### config.mk
export PLATFORM = sky130hd
export DESIGN_NAME = mkst_ram
export DESIGN_NICKNAME = d
export VERILOG_FILES = /design/src/sv/mkst_ram.sv
export SDC_FILE = /design/constraint.sdc
export NUM_CORES = 1
export LEC_CHECK = 0
export ABC_AREA = 1
export BUFFER_PORTS_ARGS = -buffer_cell sky130_fd_sc_hd__buf_2
export CAP_MARGIN = 20
export CORE_MARGIN = 10
export CORE_UTILIZATION = 35
export CTS_CLUSTER_DIAMETER = 150
export DETAILED_ROUTE_END_ITERATION = 8
export GPL_TIMING_DRIVEN = 0
export PLACE_DENSITY = 0.55
export SYNTH_ARGS = -nofsm -noshare
export SYNTH_HDL_FRONTEND = slang
export SYNTH_SLANG_ARGS = --single-unit
### constraint.sdc
create_clock -name clk -period 3.9 [get_ports clk]
set_clock_uncertainty 0.15 [all_clocks]
set_input_delay 0.585 -clock clk [delete_from_list [all_inputs] [get_ports clk]]
set_output_delay 0.585 -clock clk [all_outputs]
set_load 0.1 [all_outputs]
### src/sv/mkst_ram.sv
// Generic simple dual-port RAM with registered read.
// No dependencies.
module mkst_ram #(
	parameter int WIDTH = 8,
	parameter int DEPTH = 16,
	localparam int AW = $clog2(DEPTH)
) (
	input  logic             clk,
	input  logic             rd_en,
	input  logic [AW-1:0]    rd_addr,
	output logic [WIDTH-1:0] rd_data,
	input  logic             wr_en,
	input  logic [AW-1:0]    wr_addr,
	input  logic [WIDTH-1:0] wr_data
);

	logic [WIDTH-1:0] mem [DEPTH];

	always_ff @(posedge clk) begin
		if (wr_en)
			mem[wr_addr] <= wr_data;
	end

	always_ff @(posedge clk) begin
		if (rd_en)
			rd_data <= mem[rd_addr];
	end

endmodule

After elaboration in Yosys (flattened, before gate mapping)
Memories as Yosys holds them, arrays and structs flattened. A register that Yosys moved wholly into a read port is not among the register bits.
Cells that the tools add are included.

word-level totals
  register bits after elaboration = 0
  memory bits (writable) = 128
  memories kept = 1

memories
  name  words  bits a word  rd ports  clocked after memory_dff  wr ports  RTL line  text
  mem   16     8            1         1                         1         17        logic [WIDTH-1:0] mem [DEPTH];

operators by class
  mux-type cells = 2

operator list
  kind     number
  $mux W1  2

Longest topological paths before layout
Gate-level depths: netlist of run 1.

  word-level depth = 2
  depth in mapped cells = 8

Worst setup path after synthesis of run 1
OpenSTA, ideal clock, no wires.

  kind = input port to flip-flop
  start point = in wr_addr[2]
  end point = mem mem[10][0] (enable)
  arrival = 1.166 ns
  required time = 3.380 ns
  path slack = 2.214 ns
  cell stages on the path = 2
  cells stage by stage = nand3b_1 -> nor2_1

RTL lines
  item                RTL line  text
  start: declaration  13        input logic [AW-1:0] wr_addr,
  end: declaration    17

No word-level cell before the write port.

Worst setup path in the final report of run 1
  start point = reg rd_data[5] (read register of mem)
  end point = out rd_data[5]

RTL lines
  item                RTL line  text
  start: declaration  11        output logic [WIDTH-1:0] rd_data,

No word-level cell between the ends.

==> results.cfg, run 1 <==
[sta]
finalSetupTns_ns = 0
min_period_ns = 1.884
layout_worst_path_cycle_share_pct = 48.32
relSlewSlack_pct = 36.54
slew_violations = 0
setup_viol = 0
worst_slew_pin_slew_ns = 0.9484
rsz0062_at_grt = no
max_freq_mhz = 530.7
hold_slack_ns = 0.3513
postLayoutSetupSlackWorst_ns = 2.016
final-hold-violation-count = 0

[place]
place_ws_ns = 1.614
placed_cell_area_sq_um = 6237
place_inst = 794
dp_hpwl_um = 9607
place.gp.congestion = 0.8476
port_buffers = 23

[logic_synthesis]
ys_ff_latch = 136
synth_area_leader_cell = edfxtp_1
synth.top_cell.area_share_pct = 69.85
yosys_warnings = 0
synth_area_sq_um = 5847
yosys.area_share.simple_pct = 20.76
synthAdderAreaFrac_pct = 0
synth-compound-area-share_pct = 0
synthMuxAreaShare_pct = 0
syn-instance-count = 551
synth_nets = 570
yosys-top-cells-area = edfxtp_1, nand2_1, nand3_1
ys_types = 11
avgSynthCellArea_sq_um = 10.61
synth_top_family_by_area = simple AND/OR/NAND/NOR gates
synth-xor-area-share_pct = 0
seq_area_frac_synth_pct = 69.85

[global_route]
track_usage_pct = 13.06
antenna_found_initial = 0
grt_use_met1_pct = 17.59
grt.met2_usage_pct = 19.44
grt_max_degree = 17
grtUsageMet3_pct = 3.155
grt_pass1_wl_um = 21550
grt-ovfl-total = 0
first_global_vias = 3652
gr-max-usage-layer = met2

[drt]
firstDrtPassIters = 5
vias = 3891
avgViaCountPerCell = 4.716
drtIter0Drc = 396
drt_wl_total_um = 14280
routedWlPerCell_um = 17.31
drc_errors = 0
postRouteAntennaNets = 0

[cts]
ctsLongestPathBuffers = 2
cts-resized-gates = 0
clock_latency_ns = 0.41
numClockSinks = 136
cts_tree = built
clk_pin_slew_ns = 0.06
cts_htree_levels = 4
clock-root-buffer = clkbuf_16
numCtsBuffers = 17
post_cts_buffers = 0
holdBufCountCts = 0

[setup_path]
crit_required_ns = 3.16
crit_buf_inv = 1
timing.rr.start = mem[14][0]$_DFFE_PP_
rr_endpoint = rd_data[0]$_DFFE_PP_
cp-start-kind = flip-flop
r2r_slack_ns = 2.58
worst-setup-path-type = flip-flop to primary output
endpoint = rd_data[5]
slowest_delay_ns = 0.42
path_max_fanout = 1
critPathSlowestCell = buf_2
cp-end-kind = primary output
path_delay_family = buffers and inverters
r2r_cells = 6
crit_start = rd_data[5]$_DFFE_PP_
crit_chain = buf_2
cp_data_arrival_time_ns = 1.15
crit_cells = 1

[power]
power.density_nw_per_um2 = 527.7
p_leak_nw = 2.925
peakVddDrop_v = 0.0003076
power.total_mw = 3.625

[hold_path]
min_path_type = input pin to flip-flop

[floorplanning]
dieArea_sq_um = 22280
die_w_um = 149.3
die_h_um = 149.3
io_pins = 27
coreArea_sq_um = 16470
start_util_pct = 35.51
rows = 47

[cells_and_area]
layout_commonest_cell = nand2_1
fin_area_sq_um = 6870
final_cells = 825
final_cell_mix = nand2_1, edfxtp_1, inv_1, nand3_1, buf_2
fin_nets = 612
final_util_pct = 41.72
syn_to_final_growth_pct = 17.50
fill_cells = 1568
drive_above_1_share_pct = 12.73
antennaDiodeCount = 0

[status]
outcome = complete, no violations

[job]
max_cap_violations = 0
## routing by layer
metal / part of all wire (%) / routed length (um) / vias to the layer above
li1: - / - / 1869
met1: 45 / 6463 / 1819
met2: 45 / 6392 / 176
met3: 7.4 / 1052 / 27
met4: 2.6 / 376 / 0
met5: 0 / 0 / -
## sequential cells by signal, summed over array words and instances, names as in the netlist
name / cells
mem: 128
rd_data: 8
## how the worst min path moves through the flow
stage                                     from                   end  slack, ns  depth (start not counted)
after detailed placement  mem[13][5]$_DFFE_PP_  rd_data[5]$_DFFE_PP_       0.63                          6
after global routing                     rd_en  rd_data[0]$_DFFE_PP_       0.36                          1
after global placement    mem[12][5]$_DFFE_PP_  rd_data[5]$_DFFE_PP_       0.63                          6
after floorplan           mem[10][0]$_DFFE_PP_  rd_data[0]$_DFFE_PP_       0.53                          6
final                                    rd_en  rd_data[2]$_DFFE_PP_       0.35                          1
after CTS                                rd_en  rd_data[4]$_DFFE_PP_       0.34                          1
## synth_stat cells (all sizes together)
master,n
edfxtp,136
buf,24
nand3,97
nor2,17
inv,102
nand3b,2
nand2,173
## final cells by class
| cell class | instances | area [sq um] | share of cell area, % |
|---|---|---|---|
| flip-flops and latches | 136 | 4084 | 59.44 |
| repair buffers | 23 | 115.1 | 1.675 |
| multi-input cells | 289 | 1214 | 17.67 |
| plain buffers | 24 | 166.4 | 2.422 |
| clock buffers | 18 | 429.2 | 6.247 |
| well taps | 220 | 275.3 | 4.007 |
| clock inverters | 13 | 203.9 | 2.968 |
| inverters | 102 | 382.9 | 5.573 |
## kinds of logic after synthesis
kind of cell | count (synthesis)
buffers and inverters | 126
DFF | 136
and+or+nand+nor | 289
## where the power goes
part | switching, mW | total [mW] | internal, mW
Sequential | 0.00733 | 1.65 | 1.65
Combinational | 0.202 | 0.263 | 0.0615
Clock | 0.581 | 1.71 | 1.13
(Power assumes the default switching activity.)
==> run 2, diff against run 1 <==
--- a/config.mk
+++ b/config.mk
@@ -5,7 +5,7 @@
 export SDC_FILE = /design/constraint.sdc
 export NUM_CORES = 1
 export LEC_CHECK = 0
-export ABC_AREA = 1
+export ABC_AREA = 0
 export BUFFER_PORTS_ARGS = -buffer_cell sky130_fd_sc_hd__buf_2
 export CAP_MARGIN = 20
 export CORE_MARGIN = 10
@@ -13,7 +13,7 @@
 export CTS_CLUSTER_DIAMETER = 150
 export DETAILED_ROUTE_END_ITERATION = 8
 export GPL_TIMING_DRIVEN = 0
-export PLACE_DENSITY = 0.55
+export PLACE_DENSITY = 0.57
 export SYNTH_ARGS = -nofsm -noshare
 export SYNTH_HDL_FRONTEND = slang
 export SYNTH_SLANG_ARGS = --single-unit
==> constraint.sdc (replaced) <==
create_clock -name clk -period 1.72 [get_ports clk]
set_clock_uncertainty 0.15 [all_clocks]
set_input_delay 0.258 -clock clk [delete_from_list [all_inputs] [get_ports clk]]
set_output_delay 0.258 -clock clk [all_outputs]
set_load 0.1 [all_outputs]
==> run 2 against run 1 <==
Compared with the run above: sequential cell count did not move; combinational power rose by 86%; sequential power rose by 130%; synthesized cell count fell by 58%; non-clock buffer count fell by 9; utilization rose by 0.33 points; final cell count fell by 43%; cell area fell by 11%; clock power rose by 78%; setup slack got worse by 2.0 ns; global-route usage fell by 1.8 points; critical path depth rose by 2; critical endpoint is now rd_data[2]$_DFFE_PP_; largest power group is now sequential cells.
==> results.cfg, run 2 <==
[cells_and_area]
final_cells = 473
top_register = mem
drive_above_1_share_pct = 32.53
layout_commonest_cell = edfxtp_1
syn_to_final_growth_pct = 17.38
final_cell_mix = edfxtp_1, buf_2, mux4_2, clkbuf_16, mux4_1
final_util_pct = 42.06
fin_nets = 295
top_regs = mem x128, rd_data x8
largest_register_ffs = 128
fin_area_sq_um = 6136
antennaDiodeCount = 0

[setup_path]
path_max_fanout = 1
cp-start-kind = flip-flop
critPathSlowestCell = mux4_1
cp_data_arrival_time_ns = 1.71
slowest_delay_ns = 0.56
worst-setup-path-type = flip-flop to flip-flop
crit_chain = mux4_1 > a22oi_2 > nand2_1
cp-end-kind = flip-flop
crit_required_ns = 1.72

[place]
place.gp.congestion = 0.8045
place_inst = 441
placed_cell_area_sq_um = 5610
dp_hpwl_um = 7004
port_buffers = 25
place_ws_ns = -0.4127

[hold_path]
min_path_type = input pin to flip-flop

[global_route]
antenna_found_initial = 0
grt_pass1_wl_um = 16040
grt_max_degree = 17
first_global_vias = 2533
grt-ovfl-total = 0
track_usage_pct = 11.27

[logic_synthesis]
seq_area_frac_synth_pct = 78.12
ys_ff_latch = 136
yosys_warnings = 0
synth_ff_type = edfxtp_1
synth.top_cell.area_share_pct = 78.12
synth-compound-area-share_pct = 2.298
yosys.area_share.simple_pct = 3.135
synth_top_family_by_area = multiplexers
ys_types = 18
async_flop_share_pct = 0
synth_area_sq_um = 5228
avgSynthCellArea_sq_um = 22.83
yosys-top-cells-area = edfxtp_1, mux4_2, mux4_1
synth_nets = 248
syn-instance-count = 229
yosysMostFrequentCell = edfxtp_1
synth-xor-area-share_pct = 0
synthAdderAreaFrac_pct = 0
synthTopCellsByCount = edfxtp_1, mux4_2, a22oi_1, mux4_1, nor2_1
synthMuxAreaShare_pct = 14.79
synth-edff-count = 136
synth_area_leader_cell = edfxtp_1

[drt]
avgViaCountPerCell = 5.114
drc_errors = 0
drt_wl_total_um = 10740
drtIter0Drc = 283
postRouteAntennaNets = 0
routedWlPerCell_um = 22.70
vias = 2419
firstDrtPassIters = 4

[cts]
cts_tree = built
post_cts_buffers = 0
cts_htree_levels = 4
numCtsBuffers = 17
clk_pin_slew_ns = 0.05
ctsLongestPathBuffers = 2
clock-root-buffer = clkbuf_16
clock_latency_ns = 0.42
numClockSinks = 136

[sta]
relSlewSlack_pct = 44.87
final-hold-violation-count = 0
setup_viol = 0
postLayoutSetupSlackWorst_ns = 0.01846
finalSetupTns_ns = 0
layout_worst_path_cycle_share_pct = 98.93
hold_slack_ns = 0.03585
max_freq_mhz = 587.7
rsz0062_at_grt = yes
worst_slew_pin_slew_ns = 0.8239
min_period_ns = 1.702
slew_violations = 0

[status]
outcome = complete, no violations

[floorplanning]
start_util_pct = 35.83
rows = 44
dieArea_sq_um = 20220
coreArea_sq_um = 14590
die_w_um = 142.2
io_pins = 27
die_h_um = 142.2

[power]
power.total_mw = 7.278
peakVddDrop_v = 0.0008139
p_leak_nw = 2.010
power.density_nw_per_um2 = 1186

[job]
max_cap_violations = 0
-- run 2: cell types whose count changed after synthesis, sizes merged --
cell           previous run  this run
nand3                    97         1
nor3                      0         4
nor2                     17        13
and2b                     0         1
nor2b                     0         1
and2                      0         1
nand2                   173         9
a22oi                     0        16
clkdlybuf4s25             0         3
inv                     102         0
nand2b                    0         2
buf                      24         7
or3b                      0         1
mux4                      0        32
-- run 2: layout make-up --
cell class,count,area [sq um]
tap,184,230.2
clock buffer,20,436.7
timing repair buffer,28,147.6
clock inverter,12,61.31
buffer,10,86.33
multi-input combinational,83,1090
fill,1263,8453
sequential,136,4084
-- run 2: final timing paths --
| kind | startpoint | to | slack, ns | depth (start not counted) |
|---|---|---|---|---|
| setup / recovery | mem[1][2]$_DFFE_PP_ | rd_data[2]$_DFFE_PP_ | 0.02 | 3 |
| hold / removal | rd_en | rd_data[3]$_DFFE_PP_ | 0.04 | 1 |
| setup reg to reg | mem[1][2]$_DFFE_PP_ | rd_data[2]$_DFFE_PP_ | 0.02 | 3 |
| hold reg to reg | mem[14][2]$_DFFE_PP_ | rd_data[2]$_DFFE_PP_ | 0.60 | 3 |
-- run 2: critical path, delay by kind of cell, from the launching register on --
| family | cells | cell delay, ns |
|---|---|---|
| AO/OA/AOI/OAI | 1 | 0.29 |
| flip-flops | 1 | 0.36 |
| multiplexers | 1 | 0.56 |
| AND/OR/NAND/NOR | 1 | 0.08 |
-- run 2: kinds of logic (layout without fill, tap and decap cells) --
| kind of cell | Yosys count | count (layout) |
|---|---|---|
| muxes | 32 | 32 |
| and+or+nand+nor | 35 | 35 |
| buffers and inverters | 10 | 70 |
| AOI/OAI and AO/OA | 16 | 16 |
| DFF | 136 | 136 |
-- run 2: per-layer routing --
| layer | up-vias | share of wire [%] | global-route usage (%) |
|---|---|---|---|
| met3 | 12 | 7.7 | 3.271 |
| met4 | 0 | 1.3 | 4.841 |
| met2 | 85 | 49 | 17.68 |
| met5 | - | 0 | 0 |
| met1 | 1250 | 42 | 14.23 |
| li1 | 1072 | - | - |
-- run 2: repair_timing --
action	in CTS	in global routing
hold buffers	0	0
setup endpoints to repair	4	20
gates resized for setup	5	5
pin swaps	1	2
-- run 2: power breakdown --
part | total (mW) | switching, mW | internal (mW) | leakage (nW)
Sequential | 3.75 | 0.0153 | 3.74 | 1.24
Combinational | 0.488 | 0.337 | 0.150 | 0.529
Clock | 3.04 | 1.24 | 1.80 | 0.245
Total | 7.28 | 1.59 | 5.69 | 2.01
==> run 3, diff against run 2 <==
--- a/config.mk
+++ b/config.mk
@@ -7,13 +7,12 @@
 export LEC_CHECK = 0
 export ABC_AREA = 0
 export BUFFER_PORTS_ARGS = -buffer_cell sky130_fd_sc_hd__buf_2
-export CAP_MARGIN = 20
 export CORE_MARGIN = 10
 export CORE_UTILIZATION = 35
 export CTS_CLUSTER_DIAMETER = 150
 export DETAILED_ROUTE_END_ITERATION = 8
 export GPL_TIMING_DRIVEN = 0
-export PLACE_DENSITY = 0.57
+export PLACE_DENSITY = 0.52
 export SYNTH_ARGS = -nofsm -noshare
 export SYNTH_HDL_FRONTEND = slang
 export SYNTH_SLANG_ARGS = --single-unit
==> run 3 against run 2 <==
Compared with the run above: maximum frequency grew 0.82%; register-to-register slack is essentially flat; sequential cell count is the same; first-iteration DRC count shrank 10%; utilization grew 0.75 points; largest cell class unchanged; clock power grew 20%; power grew 8.3%; combinational power is essentially flat; non-clock buffer count shrank 3; wire length shrank 1.1%; critical endpoint unchanged.
==> results.cfg, run 3 (synthesis results as in run 2) <==
[drt]
routedWlPerCell_um = 22.60
drtIter0Drc = 254
avgViaCountPerCell = 5.109
vias = 2401
drt_wl_total_um = 10620
postRouteAntennaNets = 0
drc_errors = 0
firstDrtPassIters = 4

[floorplanning]
die_w_um = 142.2
die_h_um = 142.2
io_pins = 27
start_util_pct = 35.83
coreArea_sq_um = 14590
dieArea_sq_um = 20220
rows = 44

[power]
power.total_mw = 7.884
seq_power_share_pct = 47.6
netSwitchingPower_mw = 1.605
p_clk_share_pct = 46.2
peakVddDrop_v = 0.0006625
p_int_mw = 6.279
p_leak_nw = 2.057
sw_frac_of_total_pct = 20.36
power_frac_comb_pct = 6.2
power.density_nw_per_um2 = 1263

[place]
place.gp.congestion = 0.7504
port_buffers = 25
dp_hpwl_um = 6848
placed_cell_area_sq_um = 5593
place_ws_ns = -0.5489

[setup_path]
path_max_fanout = 1
cp_data_arrival_time_ns = 1.70
cp-end-kind = flip-flop
worst-setup-path-type = flip-flop to flip-flop
crit_required_ns = 1.73
cp-start-kind = flip-flop

[sta]
layout_worst_path_cycle_share_pct = 98.12
rsz0062_at_grt = no
min_period_ns = 1.688
max_freq_mhz = 592.5
final-hold-violation-count = 0
slew_violations = 0
relSlewSlack_pct = 44.73
finalSetupTns_ns = 0
setup_viol = 0
postLayoutSetupSlackWorst_ns = 0.03236
worst_slew_pin_slew_ns = 0.8260
hold_slack_ns = 0.03571

[cells_and_area]
fill_cells = 1243
fin_area_sq_um = 6245
fin_nets = 292
seq_area_sq_um = 4084
final_cell_mix = edfxtp_1, buf_2, mux4_2, clkbuf_16, mux4_1
multi_input_area_sq_um = 1126
drive_above_1_share_pct = 32.87
top_register = mem
syn_to_final_growth_pct = 19.46
layout_commonest_cell = edfxtp_1
antennaDiodeCount = 0
largest_register_ffs = 128
top_regs = mem x128, rd_data x8

[cts]
cts_tree = built
post_cts_buffers = 0
cts_htree_levels = 4
clk_pin_slew_ns = 0.05
clock-root-buffer = clkbuf_16
clock_latency_ns = 0.42
numClockSinks = 136
holdBufCountCts = 0
ctsLongestPathBuffers = 2
numCtsBuffers = 17

[hold_path]
min_path_type = input pin to flip-flop

[global_route]
track_usage_pct = 11.06
antenna_found_initial = 0
grt-ovfl-total = 0
first_global_vias = 2504
grt_max_degree = 17
grt_pass1_wl_um = 15620

[job]
max_cap_violations = 0

[status]
outcome = complete, no violations
[run 3: changes by cell type in the layout (fill, tap and decap cells not counted), moves of 2 or more]
cell / change
nor3_2: +2
nor3_1: -3
mux4_1: +2
clkinvlp_4: -2
bufinv_16: +4
clkinv_2: -2
buf_4: -3
mux4_2: -2
[run 3: worst paths after layout]
check / from / to / slack (ns) / cells past startpoint
max: mem[2][2]$_DFFE_PP_ / rd_data[2]$_DFFE_PP_ / 0.03 / 3
min: rd_en / rd_data[2]$_DFFE_PP_ / 0.04 / 1
max reg2reg: mem[2][2]$_DFFE_PP_ / rd_data[2]$_DFFE_PP_ / 0.03 / 3
min reg2reg: mem[15][1]$_DFFE_PP_ / rd_data[1]$_DFFE_PP_ / 0.60 / 3
[run 3: power groups by stage]
stage               registers [mW]  logic (mW)  clock network [mW]
finish                        3.75       0.489                3.64
global route                  3.76       0.519                3.87
CTS                           3.75       0.491                3.71
detailed placement            3.82       0.483                   0
global placement              3.82       0.478                   0
floorplan                     3.94       0.189                   0
[run 3: area by class of cell]
cell class / instances / share of cell area, %
multi-input cells: 83 / 18.03
well taps: 184 / 3.687
repair buffers: 25 / 2.004
plain buffers: 10 / 1.382
clock buffers: 20 / 6.993
clock inverters: 12 / 2.505
flip-flops and latches: 136 / 65.40
[run 3: critical path: stages, from the launching register on]
cell and delay [ns]:
edfxtp_1 0.36, mux4_1 0.55, a22oi_2 0.28, nand2_1 0.10
[run 3: metal layers]
layer / vias to the layer above / track usage (%) / wire, um
li1: 1068 / - / -
met1: 1235 / 15.15 / 4839
met2: 82 / 15.30 / 4770
met3: 16 / 3.972 / 837
met4: 0 / 5.110 / 174
met5: - / 0 / 0
[run 3: metrics by stage]
stage / util (%) / std cells
after global placement: 38.30 / 438
final: 42.80 / 470
after global routing: 42.80 / 470
after detailed placement: 38.34 / 438
after floorplan: - / 229
after CTS: 42.61 / 470
[run 3: timing repair]
action	in CTS	in global routing
endpoints found under the setup margin	20	29
gates resized for setup	6	7
pin swaps	0	2
