### config.mk
export PLATFORM = sky130hd
export DESIGN_NAME = mkst_seq
export DESIGN_NICKNAME = d
export VERILOG_FILES = /design/src/sv/mkst_pkg.sv /design/src/sv/mkst_cmp.sv /design/src/sv/mkst_seq.sv
export SDC_FILE = /design/constraint.sdc
export NUM_CORES = 1
export LEC_CHECK = 0
export BUFFER_PORTS_ARGS = -buffer_cell sky130_fd_sc_hd__buf_2
export CAP_MARGIN = 20
export CORE_AREA = 8 8 267 269
export CTS_CLUSTER_SIZE = 8
export DETAILED_ROUTE_END_ITERATION = 7
export DIE_AREA = 0 0 275 277
export GPL_ROUTABILITY_DRIVEN = 0
export PLACE_DENSITY_LB_ADDON = 0.15
export SETUP_SLACK_MARGIN = 0.2
export SYNTH_ARGS = -nofsm -noshare
export SYNTH_HDL_FRONTEND = slang
export SYNTH_SLANG_ARGS = --single-unit
export TNS_END_PERCENT = 10
### constraint.sdc
create_clock -name clk -period 4 [get_ports clk]
set_input_delay 0.8 -clock clk [delete_from_list [all_inputs] [get_ports clk]]
set_output_delay 0.8 -clock clk [all_outputs]
set_load 0.005 [all_outputs]
### src/sv/mkst_pkg.sv
// Shared types, widths and operation codes for the sorted key table.
// No dependencies.
package mkst_pkg;

	localparam int MAX_RECORDS = 64;
	localparam int PAYLOAD_W   = 64;
	localparam int KEY_W       = 32;
	localparam int NUM_KEYS    = 4;
	localparam int IDX_W       = $clog2(MAX_RECORDS);
	localparam int CNT_W       = $clog2(MAX_RECORDS + 1);
	localparam int PORT_IDX_W  = 6;
	localparam int PORT_CNT_W  = 7;
	localparam int KIND_W      = 4;
	localparam int CRIT_W      = 4;
	localparam int REL_W       = 2;
	localparam int PK_W        = 2;
	localparam int KN_W        = 3;

	localparam logic [KIND_W-1:0] KIND_INSERT = 4'd0;
	localparam logic [KIND_W-1:0] KIND_UPDATE = 4'd1;
	localparam logic [KIND_W-1:0] KIND_DELETE = 4'd2;
	localparam logic [KIND_W-1:0] KIND_QKEY   = 4'd3;
	localparam logic [KIND_W-1:0] KIND_QIDX   = 4'd4;
	localparam logic [KIND_W-1:0] KIND_FIND   = 4'd5;
	localparam logic [KIND_W-1:0] KIND_REL    = 4'd6;
	localparam logic [KIND_W-1:0] KIND_RANGE  = 4'd7;
	localparam logic [KIND_W-1:0] KIND_CLEAR  = 4'd8;

	localparam logic [REL_W-1:0] REL_EQUAL   = 2'd0;
	localparam logic [REL_W-1:0] REL_GREATER = 2'd1;

	localparam logic [CRIT_W-1:0] CRIT_RESET = 4'd15;

	typedef logic [KEY_W-1:0] key_t;
	typedef key_t [NUM_KEYS-1:0] keyset_t;

	typedef struct packed {
		logic [PAYLOAD_W-1:0] payload;
		keyset_t              keys;
	} entry_t;

	localparam int ENTRY_W = $bits(entry_t);

	typedef struct packed {
		logic             rd_en;
		logic [IDX_W-1:0] rd_addr;
		logic             wr_en;
		logic [IDX_W-1:0] wr_addr;
		entry_t           wr_data;
	} ram_req_t;

	typedef struct packed {
		logic [KIND_W-1:0]     kind;
		keyset_t               keys;
		logic [PAYLOAD_W-1:0]  payload;
		logic [PORT_IDX_W-1:0] eidx;
		logic [REL_W-1:0]      rel;
		logic [PK_W-1:0]       pk;
	} cmd_t;

	typedef struct packed {
		logic                 ok;
		logic [IDX_W-1:0]     first;
		logic [IDX_W-1:0]     last;
		logic [PAYLOAD_W-1:0] pay;
	} result_t;

	typedef struct packed {
		logic lt;
		logic eq;
	} cmp_t;

	// count of leading set criteria bits
	function automatic logic [KN_W-1:0] active_keys(input logic [CRIT_W-1:0] crit);
		logic [KN_W-1:0] n;
		if (!crit[0])
			n = 3'd0;
		else if (!crit[1])
			n = 3'd1;
		else if (!crit[2])
			n = 3'd2;
		else if (!crit[3])
			n = 3'd3;
		else
			n = 3'd4;
		return n;
	endfunction

endpackage

### src/sv/mkst_cmp.sv
// Lexicographic key compare: entry below search keys, and equality over a prefix.
// Depends on mkst_pkg.
module mkst_cmp (
	input  mkst_pkg::keyset_t           entry_keys,
	input  mkst_pkg::keyset_t           search_keys,
	input  logic [mkst_pkg::KN_W-1:0]   order_keys,
	input  logic [mkst_pkg::KN_W-1:0]   match_keys,
	output mkst_pkg::cmp_t              res
);

	logic decided;

	always_comb begin
		decided = 1'b0;
		res.lt  = 1'b0;
		res.eq  = 1'b1;
		for (int i = 0; i < mkst_pkg::NUM_KEYS; i++) begin
			if (mkst_pkg::KN_W'(i) < order_keys && !decided) begin
				if (entry_keys[i] < search_keys[i]) begin
					res.lt  = 1'b1;
					decided = 1'b1;
				end else if (entry_keys[i] > search_keys[i]) begin
					decided = 1'b1;
				end
			end
			if (mkst_pkg::KN_W'(i) < match_keys && entry_keys[i] != search_keys[i])
				res.eq = 1'b0;
		end
	end

endmodule

### src/sv/mkst_seq.sv
// Operation sequencer: scans the entry RAM, then shifts entries up or down.
// Depends on mkst_pkg and mkst_cmp.
module mkst_seq (
	input  logic                            clk,
	input  logic                            arst_n,
	input  logic                            start,
	input  mkst_pkg::cmd_t                  cmd,
	input  logic [mkst_pkg::CRIT_W-1:0]     criteria,
	output logic                            idle,
	output mkst_pkg::ram_req_t              ram_req,
	input  mkst_pkg::entry_t                ram_rdata,
	output logic                            res_valid,
	input  logic                            res_take,
	output mkst_pkg::result_t               res,
	output logic [mkst_pkg::CNT_W-1:0]      fill
);

	localparam logic [2:0] S_IDLE = 3'd0;
	localparam logic [2:0] S_SCAN = 3'd1;
	localparam logic [2:0] S_SHUP = 3'd2;
	localparam logic [2:0] S_SHDN = 3'd3;
	localparam logic [2:0] S_PUT  = 3'd4;
	localparam logic [2:0] S_IRD  = 3'd5;
	localparam logic [2:0] S_ICAP = 3'd6;
	localparam logic [2:0] S_DONE = 3'd7;

	localparam int IW = mkst_pkg::IDX_W;
	localparam int CW = mkst_pkg::CNT_W;

	logic [2:0]                     state_q;
	mkst_pkg::cmd_t                 cmd_q;
	logic [mkst_pkg::KN_W-1:0]      n_q;
	logic [mkst_pkg::KN_W-1:0]      k_q;
	logic [CW-1:0]                  fill_q;
	logic [CW-1:0]                  rd_q;
	logic                           v_s1;
	logic [IW-1:0]                  idx_s1;
	logic                           lb_found_q;
	logic [CW-1:0]                  lb_q;
	logic                           lb2_found_q;
	logic [CW-1:0]                  lb2_q;
	logic                           ff_found_q;
	logic [IW-1:0]                  ff_q;
	logic                           run_q;
	logic [IW-1:0]                  last_q;
	logic [mkst_pkg::PAYLOAD_W-1:0] fpay_q;
	logic [CW-1:0]                  sh_q;
	logic [CW-1:0]                  lim_q;
	logic [IW-1:0]                  bot_q;
	logic                           mv_s1;
	logic [IW-1:0]                  dst_s1;
	mkst_pkg::result_t              res_q;
	mkst_pkg::cmp_t                 cmp;
	logic [mkst_pkg::KN_W-1:0]      n_new;
	logic [mkst_pkg::KN_W-1:0]      pk_ext;
	logic                           up_more;
	logic                           dn_more;

	mkst_cmp u_cmp (
		.entry_keys  (ram_rdata.keys),
		.search_keys (cmd_q.keys),
		.order_keys  (n_q),
		.match_keys  (k_q),
		.res         (cmp)
	);

	assign n_new   = mkst_pkg::active_keys(criteria);
	assign pk_ext  = mkst_pkg::KN_W'(cmd.pk);
	assign up_more = sh_q > CW'(bot_q);
	assign dn_more = (sh_q + 1'b1) < lim_q;

	assign idle      = (state_q == S_IDLE);
	assign res_valid = (state_q == S_DONE);
	assign res       = res_q;
	assign fill      = fill_q;

	always_comb begin
		ram_req         = '0;
		ram_req.wr_data = mkst_pkg::entry_t'({cmd_q.payload, cmd_q.keys});
		unique case (state_q)
			S_SCAN: begin
				ram_req.rd_en   = rd_q < fill_q;
				ram_req.rd_addr = rd_q[IW-1:0];
			end
			S_SHUP: begin
				ram_req.rd_en   = up_more;
				ram_req.rd_addr = IW'(sh_q - 1'b1);
			end
			S_SHDN: begin
				ram_req.rd_en   = dn_more;
				ram_req.rd_addr = IW'(sh_q + 1'b1);
			end
			S_IRD: begin
				ram_req.rd_en   = 1'b1;
				ram_req.rd_addr = IW'(cmd_q.eidx);
			end
			S_PUT: begin
				ram_req.wr_en   = 1'b1;
				ram_req.wr_addr = bot_q;
			end
			default: begin
			end
		endcase
		// move the entry read last cycle
		if (mv_s1 && (state_q == S_SHUP || state_q == S_SHDN)) begin
			ram_req.wr_en   = 1'b1;
			ram_req.wr_addr = dst_s1;
			ram_req.wr_data = ram_rdata;
		end
	end

	always_ff @(posedge clk or negedge arst_n) begin
		if (!arst_n) begin
			state_q     <= S_IDLE;
			cmd_q       <= '0;
			n_q         <= '0;
			k_q         <= '0;
			fill_q      <= '0;
			rd_q        <= '0;
			v_s1        <= 1'b0;
			idx_s1      <= '0;
			lb_found_q  <= 1'b0;
			lb_q        <= '0;
			lb2_found_q <= 1'b0;
			lb2_q       <= '0;
			ff_found_q  <= 1'b0;
			ff_q        <= '0;
			run_q       <= 1'b0;
			last_q      <= '0;
			fpay_q      <= '0;
			sh_q        <= '0;
			lim_q       <= '0;
			bot_q       <= '0;
			mv_s1       <= 1'b0;
			dst_s1      <= '0;
			res_q       <= '0;
		end else begin
			unique case (state_q)
				S_IDLE: begin
					if (start) begin
						cmd_q       <= cmd;
						n_q         <= n_new;
						k_q         <= (cmd.kind == mkst_pkg::KIND_RANGE && pk_ext < n_new)
							? pk_ext : n_new;
						res_q       <= '0;
						rd_q        <= '0;
						v_s1        <= 1'b0;
						mv_s1       <= 1'b0;
						lb_found_q  <= 1'b0;
						lb_q        <= fill_q;
						lb2_found_q <= 1'b0;
						lb2_q       <= fill_q;
						ff_found_q  <= 1'b0;
						run_q       <= 1'b0;
						priority case (1'b1)
							cmd.kind == mkst_pkg::KIND_CLEAR: begin
								fill_q    <= '0;
								res_q.ok  <= 1'b1;
								state_q   <= S_DONE;
							end
							cmd.kind == mkst_pkg::KIND_QIDX: begin
								state_q <= (CW'(cmd.eidx) < fill_q) ? S_IRD : S_DONE;
							end
							cmd.kind > mkst_pkg::KIND_CLEAR: state_q <= S_DONE;
							n_new == '0: state_q <= S_DONE;
							cmd.kind == mkst_pkg::KIND_INSERT
								&& fill_q == CW'(mkst_pkg::MAX_RECORDS): state_q <= S_DONE;
							cmd.kind == mkst_pkg::KIND_RANGE && cmd.pk == '0:
								state_q <= S_DONE;
							default: state_q <= S_SCAN;
						endcase
					end
				end
				S_SCAN: begin
					v_s1   <= rd_q < fill_q;
					idx_s1 <= rd_q[IW-1:0];
					if (rd_q < fill_q)
						rd_q <= rd_q + 1'b1;
					if (v_s1) begin
						if (!lb_found_q && !cmp.lt) begin
							lb_found_q <= 1'b1;
							lb_q       <= CW'(idx_s1);
						end
						// insert position once the first match is taken out
						if (ff_found_q && !lb2_found_q && !cmp.lt) begin
							lb2_found_q <= 1'b1;
							lb2_q       <= CW'(idx_s1);
						end
						if (!ff_found_q && cmp.eq) begin
							ff_found_q <= 1'b1;
							ff_q       <= idx_s1;
							last_q     <= idx_s1;
							run_q      <= 1'b1;
							fpay_q     <= ram_rdata.payload;
						end else if (run_q) begin
							if (cmp.eq)
								last_q <= idx_s1;
							else
								run_q <= 1'b0;
						end
					end
					if (rd_q == fill_q && !v_s1) begin
						unique case (cmd_q.kind)
							mkst_pkg::KIND_INSERT: begin
								sh_q        <= fill_q;
								bot_q       <= lb_q[IW-1:0];
								res_q.ok    <= 1'b1;
								res_q.first <= lb_q[IW-1:0];
								state_q     <= S_SHUP;
							end
							mkst_pkg::KIND_UPDATE: begin
								sh_q     <= CW'(ff_q);
								lim_q    <= lb2_q;
								res_q.ok <= ff_found_q;
								if (!ff_found_q) begin
									res_q.first <= '0;
									state_q     <= S_DONE;
								end else if (lb_q < CW'(ff_q)) begin
									bot_q       <= lb_q[IW-1:0];
									res_q.first <= lb_q[IW-1:0];
									state_q     <= S_SHUP;
								end else begin
									// new slot lies after the removed one: pull entries down
									bot_q       <= IW'(lb2_q - 1'b1);
									res_q.first <= IW'(lb2_q - 1'b1);
									state_q     <= S_SHDN;
								end
							end
							mkst_pkg::KIND_DELETE: begin
								sh_q        <= CW'(ff_q);
								lim_q       <= fill_q;
								res_q.ok    <= ff_found_q;
								res_q.first <= ff_found_q ? ff_q : '0;
								state_q     <= ff_found_q ? S_SHDN : S_DONE;
							end
							mkst_pkg::KIND_QKEY: begin
								res_q.ok    <= ff_found_q;
								res_q.first <= ff_found_q ? ff_q : '0;
								res_q.pay   <= ff_found_q ? fpay_q : '0;
								state_q     <= S_DONE;
							end
							mkst_pkg::KIND_FIND: begin
								res_q.ok    <= ff_found_q;
								res_q.first <= ff_found_q ? ff_q : '0;
								state_q     <= S_DONE;
							end
							mkst_pkg::KIND_REL: begin
								priority if (cmd_q.rel == mkst_pkg::REL_EQUAL) begin
									res_q.ok    <= ff_found_q;
									res_q.first <= ff_found_q ? ff_q : '0;
								end else if (cmd_q.rel == mkst_pkg::REL_GREATER) begin
									res_q.ok    <= lb_q != '0;
									res_q.first <= (lb_q != '0) ? IW'(lb_q - 1'b1) : '0;
								end else begin
									res_q.ok    <= lb_q < fill_q;
									res_q.first <= (lb_q < fill_q) ? lb_q[IW-1:0] : '0;
								end
								state_q <= S_DONE;
							end
							mkst_pkg::KIND_RANGE: begin
								res_q.ok    <= ff_found_q;
								res_q.first <= ff_found_q ? ff_q : '0;
								res_q.last  <= ff_found_q ? last_q : '0;
								state_q     <= S_DONE;
							end
							default: state_q <= S_DONE;
						endcase
					end
				end
				S_SHUP: begin
					mv_s1  <= up_more;
					dst_s1 <= sh_q[IW-1:0];
					if (up_more)
						sh_q <= sh_q - 1'b1;
					else if (!mv_s1)
						state_q <= S_PUT;
				end
				S_SHDN: begin
					mv_s1  <= dn_more;
					dst_s1 <= sh_q[IW-1:0];
					if (dn_more) begin
						sh_q <= sh_q + 1'b1;
					end else if (!mv_s1) begin
						if (cmd_q.kind == mkst_pkg::KIND_UPDATE) begin
							state_q <= S_PUT;
						end else begin
							fill_q  <= fill_q - 1'b1;
							state_q <= S_DONE;
						end
					end
				end
				S_PUT: begin
					if (cmd_q.kind == mkst_pkg::KIND_INSERT)
						fill_q <= fill_q + 1'b1;
					state_q <= S_DONE;
				end
				S_IRD: state_q <= S_ICAP;
				S_ICAP: begin
					res_q.ok    <= 1'b1;
					res_q.first <= IW'(cmd_q.eidx);
					res_q.pay   <= ram_rdata.payload;
					state_q     <= S_DONE;
				end
				S_DONE: begin
					if (res_take)
						state_q <= S_IDLE;
				end
				default: state_q <= S_IDLE;
			endcase
		end
	end

endmodule

Word level (Yosys, flattened, before mapping)
Index checks and enable logic that the tools add are counted.
Storage, ports and cells
  register bits after elaboration: 432
  input port bits: 406
  output and inout bits: 292
  logic and storage cells: 283
Operators by class
  $add $sub $neg: 7
  $lt $le $gt $ge: 23
  equality and inequality tests: 45
  mux-type cells: 112
  reduce and logical (&&, ||, !) cells: 63
Operators with widths (number)
  $mux 199: 1
  $pmux 64 s3: 1
  $mux 77: 2
  $mux 7: 19
  $lt 32x32->1: 4
  $mux 64: 2
  $ne 32x32->1: 4
  $gt 32x32->1: 3
  $pmux 7 s2: 5
  $mux 6: 11
  $pmux 7 s3: 3
  $mux 3: 20
  $pmux 7 s4: 2
  $mux 1: 34
  $ne 2x2->1 const B: 16
  $reduce_and 4->1: 8
  $pmux 6 s2: 2
  $add 7x1->7 const B: 3
  $lt 7x7->1: 3
  $pmux 3 s7: 1
  $eq 4x3->1 const B: 5
  $logic_and 1x1->1: 16
  $reduce_and 7->1: 2
  $sub 7x1->7 const B: 2
  other kinds (37): 81

Logic depth before layout (Yosys ltp)
Gate-level depths: netlist (run 1).
  word-level depth: 18
  gate-level depth with buffers: 13
  depth with buffers taken out: 12

Hierarchy
From an unflattened synthesis (run 1), not the netlist that was laid out.
Second synthesis, totals
  cells, all modules: 3187
  area total of the unflattened synthesis: 25375.6 um^2
By module, submodules not included
  mkst_seq: times used 1, cells an instance 2724, area an instance 22058.7 um^2, seq. area each 10810.4 um^2
  mkst_cmp: times used 1, cells an instance 463, area an instance 3316.9 um^2, seq. area each 0.0 um^2

Worst setup path before layout (run 1)
OpenSTA, ideal clock, no wires.
  kind: input-to-reg
  start point: input ram_rdata[127] (netlist bit)
  end point: register lb_q[1]
  library setup time: 0.143 ns
  data arrival time: 3.007 ns
  data required time: 3.857 ns
  path slack: 0.851 ns
  stages on the path: 10
  buffers on the path: 1
  cells stage by stage: ha_1 > nand4_2 > nor4_2 > and4_1 > or3b_1 > a32oi_1 > nand3_2 > buf_6 > a2111oi_1 > a311oi_1
On the way
  longest elaborated chain between the ends: 7
RTL lines
  from (decl): line mkst_seq.sv:11  | input mkst_pkg::entry_t ram_rdata,
  $lt 32x32->1: line mkst_cmp.sv:19  | if (entry_keys[i] < search_keys[i]) begin
  $mux 1: line mkst_cmp.sv:19
  $mux 1: line mkst_cmp.sv:18  | if (mkst_pkg::KN_W'(i) < order_keys && !decided) begin
  $logic_not 1->1: line mkst_seq.sv:180  | if (!lb_found_q && !cmp.lt) begin
  $logic_and 1x1->1: line mkst_seq.sv:180
  $ne 2x2->1 (no line)
  $reduce_and 4->1 (no line)
  to (signal assigned): line mkst_seq.sv:150  | lb_q <= fill_q;
  to (signal assigned): line mkst_seq.sv:182  | lb_q <= CW'(idx_s1);
  to (decl): line mkst_seq.sv:39  | logic [CW-1:0] lb_q;
Every way passes these cells.
A chain may end at the register's enable or synchronous reset.

Worst setup path after layout (run 1)
  start point: register sh_q[0]
  end point: register mv_s1
On the way
  longest elaborated chain between the ends: 3
  elaborated cells between the ends (all ways): 4
  those cells by class: add/sub (1); order compare (2); mux (1)
RTL lines
  from (decl): line mkst_seq.sv:47  | logic [CW-1:0] sh_q;
  from (signal assigned): line mkst_seq.sv:205  | sh_q <= fill_q;
  from (signal assigned): line mkst_seq.sv:212  | sh_q <= CW'(ff_q);
  from (signal assigned): line mkst_seq.sv:230  | sh_q <= CW'(ff_q);
  $add 7x1->7: line mkst_seq.sv:70  | assign dn_more = (sh_q + 1'b1) < lim_q;
  $lt 7x7->1: line mkst_seq.sv:70
  $pmux 1 s3 *: line mkst_seq.sv:138  | unique case (state_q)
  to (signal assigned): line mkst_seq.sv:271  | mv_s1 <= up_more;
  to (signal assigned): line mkst_seq.sv:279  | mv_s1 <= dn_more;
  to (decl): line mkst_seq.sv:50  | logic mv_s1;
Every way passes the cells marked *; elsewhere a longest branch is shown, timed or not.

==> results.yml, run 1 <==
flow_run:
  max_cap_viol_count: 0
synth:
  avgSynthCellArea_um2: 8.46
  synth.distinct_cells: 85
  ys_seq_area_frac: 0.438
  synth_edf_count: 0
  synth_ff_type: "dfrtp_1"
  syn_area_mm2: 0.0247
  netlist_instances: 2916
  synthesis.nets: 3498
  yosysWarnings: 0
  ys_seq_elements: 432
  async_flop_share: 1.00
global_routing:
  grt_pass1_wl_um: 150000
  grt_max_degree: 94
  antenna_found_initial: 26
  first_global_vias: 23355
  grt.total_usage: 0.254
  grt.overflow.total: 0
die:
  io_pins: 698
  row_count: 95
  die_area_mm2: 0.0762
  coreArea_mm2: 0.0668
  die_x_um: 275
  start_util: 0.369
  die_h_um: 277
drt:
  wl_per_cell_um: 22.1
  dr.pass1.iters: 5
  first_iter_violations: 1599
  postRouteAntennaNets: 0
  num_vias: 23429
  via_per_inst: 5.18
  wl_um: 100000
  drc: 0
clock_network:
  htree_levels: 2
  clkTransAtPathRegs_ns: 0.06
  cts_buffer_depth: 3
  cts_root_buf: "clkbuf_16"
  cts_buffers: 61
  clock_latency_ns: 0.63
  clock_sinks: 432
  cts_tree: "built"
sta:
  worst_slack_ns: -0.0170
  hold_viol: 0
  slew_violations: 0
  relSlewSlack: 0.374
  min_period_ns: 4.02
  tightest_slew_ns: 0.930
  whs_ns: 0.175
  fin_skew_ns: 0.0431
  setup_viol: 1
  rsz0062_at_grt: "yes"
  timing.fmax_mhz: 249
  period_share: 1.00
placement:
  dp_hpwl_um: 77900
  dpl_worst_slack_ns: 0.00144
  io_buffers: 697
layout:
  syn_to_final_growth_pct: 27.7
  nets: 4205
  seq_area_mm2: 0.0108
  drive_gt1_frac: 0.276
  nFillCells: 6716
  multi_input_area_mm2: 0.0127
run_status:
  violations: "negative setup slack"
  status: "finished, violations left"
critical_path:
  worstSetupStartpointType: "flop"
  r2r_cells: 26
  path_max_fanout: 4
  cp-end-kind: "flop"
  crit_required_ns: 4.52
  worstSetupPathType: "reg2reg"
  arrival_ns: 4.54
worst_hold_path:
  hold_path.class: "in2async"
pwr:
  power_density_mw_per_mm2: 767
  peakVddDrop_v: 0.000439
  power.total_mw: 24.1
  leakagePower_nw: 15.9
## cell usage after synthesis, types with 3 or more instances
| cell type | count | area [µm²] |
|---|---|---|
| nand2_1 | 872 | 3270 |
| a22oi_1 | 69 | 518 |
| and3_1 | 12 | 75.1 |
| clkbuf_1 | 138 | 518 |
| a21oi_1 | 82 | 410 |
| buf_1 | 8 | 30.0 |
| or2_2 | 3 | 18.8 |
| mux2_2 | 80 | 901 |
| a221oi_1 | 7 | 61.3 |
| nand3_1 | 29 | 145 |
| o31ai_1 | 10 | 75.1 |
| nor4_1 | 11 | 68.8 |
| or3_1 | 7 | 43.8 |
| xor2_1 | 10 | 87.6 |
| and4_1 | 7 | 61.3 |
| or4_1 | 3 | 22.5 |
| mux2i_1 | 31 | 310 |
| dfrtp_1 | 432 | 10800 |
| nor3_1 | 19 | 95.1 |
| o21a_1 | 4 | 30.0 |
| o21ai_1 | 33 | 165 |
| a2111oi_0 | 3 | 26.3 |
| o21ai_0 | 360 | 1800 |
| a311oi_1 | 5 | 43.8 |
| o22ai_1 | 6 | 37.5 |
| a211oi_1 | 29 | 218 |
| a21boi_0 | 4 | 30.0 |
| nor2_1 | 80 | 300 |
| nor3b_1 | 3 | 22.5 |
| a21o_1 | 26 | 195 |
| nor2b_1 | 14 | 87.6 |
| and2_1 | 3 | 18.8 |
| ha_1 | 175 | 2190 |
| nand2b_1 | 7 | 43.8 |
| a2111oi_2 | 4 | 60.1 |
| inv_1 | 181 | 679 |
| a31o_2 | 5 | 43.8 |
| xnor2_1 | 13 | 114 |
| buf_2 | 16 | 80.1 |
| a2111o_1 | 4 | 45.0 |
| o211ai_1 | 18 | 135 |
| a32oi_1 | 3 | 26.3 |
| a221o_1 | 3 | 30.0 |
| a31oi_1 | 10 | 62.6 |
| nand4_1 | 29 | 181 |
## area by class of cell
class	instances	area share
multi-input cells	2138	0.402
clock inverters	5	0.00254
flip-flops and latches	432	0.343
inverters	183	0.0218
well taps	873	0.0347
clock buffers	67	0.0495
diodes	16	0.00127
repair buffers	807	0.144
## what timing repair did
item	in CTS	in global routing
setup buffers	32	4
gates resized for setup	14	12
hold buffers	0	0
endpoints found under the setup margin	1	8
pin swaps	8	6
## kinds of logic (layout without fill, tap and decap cells)
group | Yosys count | count (layout) | share of synthesized area
and+or+nand+nor | 1113 | 1113 | 0.186
AOI/OAI and AO/OA | 714 | 714 | 0.174
DFF | 432 | 432 | 0.438
buffers and inverters | 346 | 1062 | 0.0538
adders and majority gates | 177 | 177 | 0.0900
muxes | 111 | 111 | 0.0491
xor gates and xnor gates | 23 | 23 | 0.00817
other | 0 | 16 | 0
## final timing paths
| kind | start | end | slack (ns) |
|---|---|---|---|
| setup / recovery | sh_q[0] | mv_s1 | -0.02 |
| hold / removal | arst_n | cmd_q[25] | 0.17 |
| setup reg to reg | sh_q[0] | mv_s1 | -0.02 |
| hold reg to reg | res[19] | res[19] | 0.47 |
| max in group asynchronous | arst_n | sh_q[2] | 2.80 |
| min in group clk | cmd[2] | cmd_q[2] | 0.36 |
## per-stage QoR
step                 util  setup TNS [ns]  cells  area, µm²
floorplan               -               0   2916      24700
global placement    0.440               0   4396      29400
detailed placement  0.440               0   4396      29400
CTS                 0.469               0   4500      31300
global route        0.471          -0.123   4518      31500
finish              0.471         -0.0170   4521      31500
## registers in the layout (all words and copies together), names as in the netlist, 3 cells and up
| name | flops |
|---|---|
| cmd_q | 204 |
| res | 77 |
| fpay_q | 64 |
| fill | 7 |
| lb2_q | 7 |
| lb_q | 7 |
| lim_q | 7 |
| rd_q | 7 |
| sh_q | 7 |
| bot_q | 6 |
| dst_s1 | 6 |
| ff_q | 6 |
| idx_s1 | 6 |
| last_q | 6 |
| k_q | 3 |
| n_q | 3 |
| state_q | 3 |
## layer usage
metal  track usage  routed length [µm]  part of all wire
met1         0.310               40500              0.40
met4        0.0900                3720             0.037
met3        0.0475                6320             0.063
met2         0.443               49500              0.49
met5             0                  80           0.00080
## worst max-delay path, cell delays in order (launching register included)
cell	delay, ns
dfrtp_1	0.42
ha_2	0.20
and3_4	0.19
buf_4	0.14
xor2_1	0.13
ha_1	0.31
nand4_1	0.18
a21oi_2	0.20
nor3_2	0.08
nand3_2	0.09
o21ai_2	0.08
buf_4	0.15
buf_6	0.10
buf_6	0.11
buf_6	0.11
buf_6	0.10
buf_6	0.10
buf_4	0.12
buf_4	0.12
buf_4	0.12
buf_4	0.13
buf_6	0.11
buf_4	0.12
buf_4	0.12
buf_4	0.12
buf_4	0.12
a21o_1	0.14
## cell usage in the layout (no fill, tap or decap), types with 10 or more instances in the layout
cell type	n
a211oi_1	28
a21o_1	26
a21oi_1	80
a22oi_1	69
a31oi_1	10
and3_1	10
buf_12	16
buf_2	696
buf_4	88
clkbuf_16	61
dfrtp_1	430
diode_2	16
ha_1	173
inv_1	180
mux2_2	80
mux2i_1	31
nand2_1	870
nand3_1	27
nand4_1	29
nor2_1	78
nor2b_1	14
nor3_1	17
nor4_1	11
o211ai_1	18
o21ai_0	357
o21ai_1	35
o31ai_1	10
xnor2_1	11
xor2_1	10
## where the power goes
part / internal [mW] / switching, mW / leakage (nW)
Sequential: 6.17 / 1.19 / 5.53
Clock: 2.71 / 1.95 / 0.801
Combinational: 4.95 / 7.15 / 9.60
No activity file was read; power rests on OpenSTA's default activity.
==> run 2: changes to the inputs <==
--- a/config.mk
+++ b/config.mk
@@ -7,14 +7,15 @@
 export LEC_CHECK = 0
 export BUFFER_PORTS_ARGS = -buffer_cell sky130_fd_sc_hd__buf_2
 export CAP_MARGIN = 20
-export CORE_AREA = 8 8 267 269
+export CORE_AREA = 8 8 268 270
 export CTS_CLUSTER_SIZE = 8
 export DETAILED_ROUTE_END_ITERATION = 7
-export DIE_AREA = 0 0 275 277
+export DIE_AREA = 0 0 276 278
 export GPL_ROUTABILITY_DRIVEN = 0
 export PLACE_DENSITY_LB_ADDON = 0.15
 export SETUP_SLACK_MARGIN = 0.2
 export SYNTH_ARGS = -nofsm -noshare
 export SYNTH_HDL_FRONTEND = slang
+export SYNTH_HIERARCHICAL = 1
 export SYNTH_SLANG_ARGS = --single-unit
 export TNS_END_PERCENT = 10
==> run 2 against run 1 <==
The run now ends clean. Largest power group unchanged. Register-to-register slack improved by 0.58 ns. Critical path type is now reg2out. Wire length decreased by 1.6%. Sequential power increased by 10%. Synthesized cell count increased by 9.3%.
==> results.yml, run 2 <==
synth:
  synthesis.nets: 3769
  yosysWarnings: 6
  ys_seq_area_frac: 0.426
  synth_ff_type: "dfrtp_1"
  synth.distinct_cells: 87
  synth.top_cell.area_share: 0.426
  netlist_instances: 3187
  syn_area_mm2: 0.0254
  avgSynthCellArea_um2: 7.96
  synthTopCellsByArea: "dfrtp_1 (43%), nand2_1 (20%), ha_1 (8.6%), mux2_2 (3.2%), o21ai_0 (2.8%)"
  yosys.area.top_type: "dfrtp_1"
  async_flop_share: 1.00
  yosysMostFrequentCell: "nand2_1"
  yosys-top-cells-count: "nand2_1 (1374), dfrtp_1 (432), inv_1 (189)"
  ys_seq_elements: 432
  synth_edf_count: 0
die:
  die_h_um: 278
  die_x_um: 276
  io_pins: 698
  coreArea_mm2: 0.0677
  die_area_mm2: 0.0767
  row_count: 96
  start_util: 0.375
placement:
  dpl_worst_slack_ns: 0.0726
  placed_area_mm2: 0.0300
  dp_hpwl_um: 75600
  io_buffers: 697
layout:
  drive_gt1_frac: 0.244
  fin_util: 0.467
  nets: 4424
  top_register: "cmd_q"
  nFillCells: 6829
  largest_register_ffs: 204
  multi_input_area_mm2: 0.0132
  mostFrequentLayoutCells: "nand2_1 (1373), buf_2 (696), dfrtp_1 (432)"
  final_common_cell: "nand2_1"
  seq_area_mm2: 0.0108
  syn_to_final_growth_pct: 24.7
  final_area_mm2: 0.0316
global_routing:
  grt_max_degree: 129
  grt.total_usage: 0.249
  grt.overflow.total: 0
  first_global_vias: 24776
  grt_pass1_wl_um: 152000
  antenna_found_initial: 17
pwr:
  peakVddDrop_v: 0.000451
  clock_power_share: 0.184
  p_sw_frac: 0.438
  power.total_mw: 25.0
  switchingPower_mw: 11.0
  power_density_mw_per_mm2: 791
  combPwrFrac: 0.491
  power_frac_seq: 0.325
  power.internal_mw: 14.1
  leakagePower_nw: 17.0
sta:
  slew_violations: 0
  fin_skew_ns: 0.0297
  rsz0062_at_grt: "no"
  timing.fmax_mhz: 270
  relSlewSlack: 0.251
  min_period_ns: 3.70
  setup_viol: 0
  tightest_slew_ns: 1.11
  tns_ns: 0
  worst_slack_ns: 0.296
  period_share: 0.926
  hold_viol: 0
worst_hold_path:
  hold_path.class: "in2async"
run_status:
  status: "finished, final reports clean"
critical_path:
  crit_required_ns: 3.20
  worstSetupPathType: "reg2out"
  cp-end-kind: "primary output"
  worstReg2RegStart: "cmd_q[82]"
  critPathMaxStageDelay_ns: 0.58
  arrival_ns: 2.90
  worstSetupStartpointType: "flop"
  slowest_stage: "dfrtp_1"
  critPathLaunch: "state_q[0]"
  path_max_fanout: 15
  path_cells: "buf_4 > or4_1 > o31ai_2 > xnor2_1 > o22ai_1 > buf_2"
clock_network:
  clkTransAtPathRegs_ns: 0.05
  clock_latency_ns: 0.62
  cts_root_buf: "clkbuf_16"
  cts_buffers: 60
  htree_levels: 2
  cts_buffer_depth: 3
  clock_sinks: 432
  cts_tree: "built"
  postCtsHoldBufs: 0
drt:
  dr.pass1.iters: 5
  postRouteAntennaNets: 0
  num_vias: 24357
  via_per_inst: 5.14
  wl_per_cell_um: 20.8
  first_iter_violations: 1585
  drc: 0
  wl_um: 98500
flow_run:
  max_cap_viol_count: 0
run 2: changes by cell type after synthesis, moves of 8 or more:
| cell | before | now |
|---|---|---|
| mux2_1 | 0 | 12 |
| a21o_1 | 26 | 18 |
| mux2_2 | 80 | 71 |
| nand2b_1 | 7 | 18 |
| nand2_1 | 872 | 1374 |
| buf_2 | 16 | 35 |
| clkbuf_1 | 138 | 124 |
| o211ai_1 | 18 | 10 |
| a21oi_1 | 82 | 98 |
| o21ai_0 | 360 | 144 |
| a211oi_1 | 29 | 12 |
| o21ai_1 | 33 | 11 |
| inv_1 | 181 | 189 |
run 2: per-layer routing:
metal,routed length (µm),track usage,part of all wire
met2,46200,0.418,0.47
met1,41100,0.314,0.42
met4,3390,0.0755,0.034
met3,7720,0.0668,0.078
met5,138,0,0.0014
run 2: path summary, 6_finish.rpt:
kind	slack, ns	endpoint	depth (start not counted)
worst min-delay path	0.12	dst_s1[3]	1
worst max register to register	0.56	fpay_q[36]	11
max in group asynchronous	2.88	cmd_q[170]	2
worst min register to register	0.47	lb2_found_q	2
min in group clk	0.36	cmd_q[15]	3
worst max-delay path	0.30	ram_req[204]	6
run 2: timing repair:
action                     4_1_cts  5_1_grt
gates resized for setup          4        1
setup endpoints to repair        1        1
pin swaps                        1        0
setup buffers                    1        0
hold endpoints to repair         0        0
run 2: critical path: cells and delay by family, from the launching register on:
kind	cells	cell delay (ns)
flops	1	0.58
simple gates	1	0.57
buf+inv	2	0.46
compound gates	2	0.56
xor+xnor	1	0.11
run 2: final cells by class:
cell class	instances	area share
antenna	8	0.000633
inverter	190	0.0225
clock inverter	3	0.00162
sequential	432	0.342
timing repair buffer	762	0.132
tap	882	0.0349
clock buffer	64	0.0492
multi-input combinational	2396	0.417
run 2: cell families after synthesis:
group,synth area share
and+or+nand+nor,0.264
adders and majority gates,0.0871
buffers and inverters,0.0556
xor gates and xnor gates,0.00690
AOI/OAI and AO/OA,0.110
muxes,0.0498
DFF,0.426
run 2: metrics by stage:
stage,cells,hold WS (ns)
3_5_place_dp,4660,0.461
3_3_place_gp,4660,0.455
6_report,4737,0.115
2_1_floorplan,3187,0.438
4_1_cts,4728,0.189
5_1_grt,4731,0.169
run 2: power groups by stage:
stage | clock (mW) | sequential [mW] | combinational, mW
floorplan | 0 | 7.51 | 7.52
global placement | 0 | 8.14 | 12.1
detailed placement | 0 | 8.16 | 12.2
CTS | 4.74 | 8.13 | 12.3
global route | 4.90 | 8.42 | 13.8
finish | 4.61 | 8.14 | 12.3
